## config.mk

```make
export PLATFORM = sky130hd
export DESIGN_NAME = nopu_match
export DESIGN_NICKNAME = d
export VERILOG_FILES = /design/src/note_on_off_pairing_unit_assert.svh /design/src/nopu_pkg.sv /design/src/nopu_match.sv
export SDC_FILE = /design/constraint.sdc
export NUM_CORES = 1
export LEC_CHECK = 0
export BUFFER_PORTS_ARGS = -buffer_cell sky130_fd_sc_hd__buf_2
export CORE_UTILIZATION = 43
export DETAILED_ROUTE_END_ITERATION = 10
export PLACE_DENSITY = 0.9
export SYNTH_ARGS = -nofsm -noshare
export SYNTH_HDL_FRONTEND = slang
export SYNTH_SLANG_ARGS = --single-unit
```

## constraint.sdc

```tcl
create_clock -name vclk -period 2.3
set_clock_uncertainty 0.2 [all_clocks]
set_input_delay 0.115 -clock vclk [all_inputs]
set_output_delay 0.115 -clock vclk [all_outputs]
set_load 0.005 [all_outputs]
```

## src/note_on_off_pairing_unit_assert.svh

```systemverilog
// Assertion macros for the note on/off pairing unit.
// Used inside modules that have clk and rst_n in scope; no other dependencies.
`ifndef NOTE_ON_OFF_PAIRING_UNIT_ASSERT_SVH
`define NOTE_ON_OFF_PAIRING_UNIT_ASSERT_SVH

// Same-cycle implication, disabled during reset
`define NOPU_ASSERT_IMP(label, cond, prop, msg) \
    label: assert property (@(posedge clk) disable iff (!rst_n) (cond) |-> (prop)) \
        else $error(msg);

// Next-cycle implication, disabled during reset
`define NOPU_ASSERT_NXT(label, cond, prop, msg) \
    label: assert property (@(posedge clk) disable iff (!rst_n) (cond) |=> (prop)) \
        else $error(msg);

`endif

```

## src/nopu_pkg.sv

```systemverilog
// Shared types and constants for the note on/off pairing unit.
// No dependencies.
`timescale 1ns / 1ps

package nopu_pkg;

    localparam int TRACK_W = 8;
    localparam int CHAN_W  = 4;
    localparam int NOTE_W  = 7;
    localparam int TIME_W  = 24;
    localparam int OUTIDX_W = 16;
    localparam int KEY_W   = TRACK_W + CHAN_W + NOTE_W;

    // Result status codes
    localparam logic [1:0] STATUS_ON_STORED     = 2'd0;
    localparam logic [1:0] STATUS_ON_DROPPED    = 2'd1;
    localparam logic [1:0] STATUS_OFF_MATCHED   = 2'd2;
    localparam logic [1:0] STATUS_OFF_UNMATCHED = 2'd3;

    // Event function codes
    localparam logic FUNC_NOTE_ON  = 1'b0;
    localparam logic FUNC_NOTE_OFF = 1'b1;

    // Search key of a pending note
    typedef struct packed {
        logic [TRACK_W-1:0] track;
        logic [CHAN_W-1:0]  channel;
        logic [NOTE_W-1:0]  note;
    } key_t;

    // Compare result handed back to the controller
    typedef struct packed {
        logic              hit;
        logic [TIME_W-1:0] duration;
    } match_t;

endpackage

```

## src/nopu_match.sv

```systemverilog
// Key compare and duration compute for one pending entry read from the list.
// Depends on nopu_pkg.
`timescale 1ns / 1ps

module nopu_match (
    input  nopu_pkg::key_t                  entry_key,
    input  logic [nopu_pkg::TIME_W-1:0]     entry_time,
    input  nopu_pkg::key_t                  probe_key,
    input  logic [nopu_pkg::TIME_W-1:0]     probe_time,
    output nopu_pkg::match_t                result
);

    // Track, channel and note must all agree; duration wraps mod 2^24
    always_comb
    begin
        result.hit      = (entry_key == probe_key);
        result.duration = probe_time - entry_time;
    end

endmodule

```

# ---- Yosys cells after proc, flatten, opt, wreduce, memory -nomap -nowiden
# Index checks and enable logic that the tools add are counted.
# W data, S select, Z words.
dict set report word_totals {
  register_bits 0
  latch_bits 0
  mem_bits_rw 0
  rom_bits 0
  inputBits 86
  output_inout_bits 25
  wordCells 2
  mem_count 0
}
dict set report classes {
  add_sub_neg 1
  multipliers 0
  div_mod_pow 0
  n_lt_le_gt_ge 0
  eq_ne 1
  n_shift 0
  muxes 0
  bitwise_logic 0
  reduce_logical 0
}
# operator count
set op_table {}
lappend op_table {{$sub A24 B24 Y24} 1}
lappend op_table {{$eq A19 B19 Y1} 1}

# ---- Depth between registers and ports, before layout
dict set report logic_depth {
  ltp_word 1
  mapped_depth 9
  mapped_depth_nobuf 9
}

# ---- Worst setup path before layout
# No wires, ideal clock.
dict set report synth_timing {
  kind {input to output}
  startpoint {in probe_time[0] in the netlist's numbering}
  endpoint {out result[22] in the netlist's numbering}
  arrival_ps 1757
  required_time_ps 1985
  slack_ps 228
  path_stages 9
  n_path_buf 0
  cell_sequence {inv_1 -> ha_1 -> fa_1 -> nand2b_1 -> a21oi_1 -> o21ai_1 -> a21oi_1 -> a41oi_2 -> xnor2_1}
}
# element line
set synth_rtl {}
lappend synth_rtl {{start, declared} nopu_match.sv:9} ;# input logic [nopu_pkg::TIME_W-1:0] probe_time,
lappend synth_rtl {{end, declared} nopu_match.sv:10} ;# output nopu_pkg::match_t result

==> reports/metrics.yaml <==
run_status:
  outcome: "finished clean"
logic_synthesis:
  synth-seq-area-share: 0
  synthesis.instances: 219
  post-synth-top-area-cell: "sky130_fd_sc_hd__ha_1"
  synth_top_cells_by_area: "sky130_fd_sc_hd__ha_1, sky130_fd_sc_hd__xor2_1, sky130_fd_sc_hd__xnor2_1"
  netlist.area_leader.share: 0.191
  syn_area_per_cell_um2: 6.88
  number_of_unique_standard_cell_types_used_by_synthesis: 40
  yosys_warnings: 0
  post_synth_instance_area_um2: 1510
  synth_nets: 329
routing:
  routed_wire_length_per_instance_um: 12.3
  finalWirelength_um: 4810
  antenna_left: 0
  routed_via_density: 5.32
  initialDrtViolationCount: 80
  vias: 2080
  drc_errors: 0
  drtPass1Iterations: 4
placement:
  globalplace.congestion: 0.850
  placedCellCount: 391
  post-dp-hpwl_um: 3820
  post-place-ws_ns: -0.0847
  port_buffer_cells: 111
timing:
  timing_worst_slew_pin_value_ns: 0.329
  final-max-slew-violation-count: 0
  maxClockFrequency_ghz: 0.458
  setup_viol: 0
  timing.max_slew.rel_slack: 0.778
  worst_slack_ns: 0.116
  worst_hold_slack_ns: 0.379
  finalHoldViolations: 0
  finalWorstPathRequiredPeriod_ns: 2.18
  layout_worst_path_cycle_share: 0.950
worst_setup_path:
  crit_fanout: 6
  critPathLaunchType: "input pin"
  cp-startpoint: "entry_time[15]"
  timing.critical_path.required_ns: 1.99
  crit_path_kind: "input pin to output port"
  worstSetupEndpoint: "result[21]"
  arrival_ns: 1.87
  critPathCaptureType: "output port"
finish:
  antennaDiodeCount: 0
  most_common_cell_after_layout_fill_and_taps_aside: "sky130_fd_sc_hd__buf_2"
  layout-drive-gt1-share: 0.461
  design.seq.count: 0
  multi_input_combinational_cell_area_um2: 1550
  fillers: 280
  fin_cells: 391
  register_area_um2: 0
  flow.area_growth_from_synthesis_pct: 58.4
  num-clock-buffers: 0
  final_net_count: 457
  finalCoreUtilization: 0.716
  mostFrequentLayoutCells: "sky130_fd_sc_hd__buf_2, sky130_fd_sc_hd__inv_1, sky130_fd_sc_hd__xor2_1, sky130_fd_sc_hd__nand2_1, sky130_fd_sc_hd__buf_4"
die:
  initial_core_util: 0.452
  chipWidth_um: 61.2
  dieHeight_um: 61.2
  num_rows: 21
  coreArea_um2: 3340
  fp.dieArea_um2: 3750
  design.portCount: 111
power_and_ir_drop:
  fin_total_pwr_mw: 0.665
  power-per-cell-area_nw_per_um2: 278
  power.ir.vdd_worst_mv: 0.128
  total_leakage_power_nw: 1.30
grt:
  groute.usage.overall: 0.234
  grt_start_max_net_pins: 11
  global_route_wire_length_before_repair_um: 6930
  number_of_global_route_vias_before_repair: 1758
  antenna_found_initial: 0
  grt_overflow_total: 0
flow_run:
  max_cap_violations: 0
min_path:
  worstHoldPathType: "input pin to output port"
clocking:
  cts_hold_repair.buffers: 0
[per-layer routing]
layer  routed length [um]  track usage  vias to the layer above
li1                     -            -                     1033
met4                   91       0.0422                        0
met1                 1810        0.276                      947
met3                  270       0.0189                       12
met2                 2630        0.460                       88
met5                    0            0                        -
[cells in the mapped netlist, drive strengths merged, types with 2 or more instances]
master and n:
o21ai 15, nor4 5, a41oi 3, and3 4
o21bai 2, ha 23, or3 2, nand4 4
inv 29, nand3 2, nor2b 2, a21o 10
nor3 2, xor2 25, nor2 11, nand2b 4
and2 2, a211oi 4, o21a 3, xnor2 14
a31oi 2, a21oi 20, nand2 18
[worst min path at each step]
stage / startpoint / depth (start not counted) / end
final: entry_time[0] / 4 / result[0]
after global routing: entry_time[0] / 4 / result[0]
after CTS: entry_time[0] / 4 / result[0]
after detailed placement: entry_time[0] / 4 / result[0]
after global placement: entry_time[0] / 4 / result[0]
after floorplan: entry_time[0] / 2 / result[0]
[worst max-delay path, stage by stage]
cell and delay (ns):
sky130_fd_sc_hd__buf_2 0.07, sky130_fd_sc_hd__inv_1 0.03, sky130_fd_sc_hd__ha_1 0.30, sky130_fd_sc_hd__buf_4 0.16
sky130_fd_sc_hd__nand4_1 0.16, sky130_fd_sc_hd__inv_1 0.08, sky130_fd_sc_hd__a22o_1 0.22, sky130_fd_sc_hd__a211oi_1 0.22
sky130_fd_sc_hd__buf_4 0.16, sky130_fd_sc_hd__o21ai_1 0.07, sky130_fd_sc_hd__xor2_1 0.14, sky130_fd_sc_hd__buf_2 0.13
[power breakdown]
part	switching, mW	leakage [nW]	internal (mW)
combinational	0.326	1.30	0.339
sequential	0	0	0
clock	0	0	0
[kinds of logic after synthesis]
group / share of synthesized area
and+or+nand+nor: 0.186
adders and majority gates: 0.204
AOI/OAI and AO/OA: 0.301
muxes: 0.00664
buffers and inverters: 0.0755
xor gates and xnor gates: 0.227
[stage by stage]
step | area, um2 | TNS [ns]
after global placement | 2240 | -0.0466
after global routing | 2390 | -0.0395
after CTS | 2270 | 0
final | 2390 | 0
after floorplan | 1510 | 0
after detailed placement | 2240 | -0.151
[layout make-up]
class                           count  share of cell area
Timing Repair Buffer              127               0.283
Tap cell                           46              0.0241
Inverter                           29              0.0456
Multi-Input combinational cell    189               0.647
[timing repair]
action	in CTS	in global routing
gates resized for setup	4	26
endpoints found under the setup margin	4	9
endpoints found under the hold margin	0	0
setup buffers	1	0
pin swaps	2	13
Note: power is estimated with default switching activity, not from simulation.
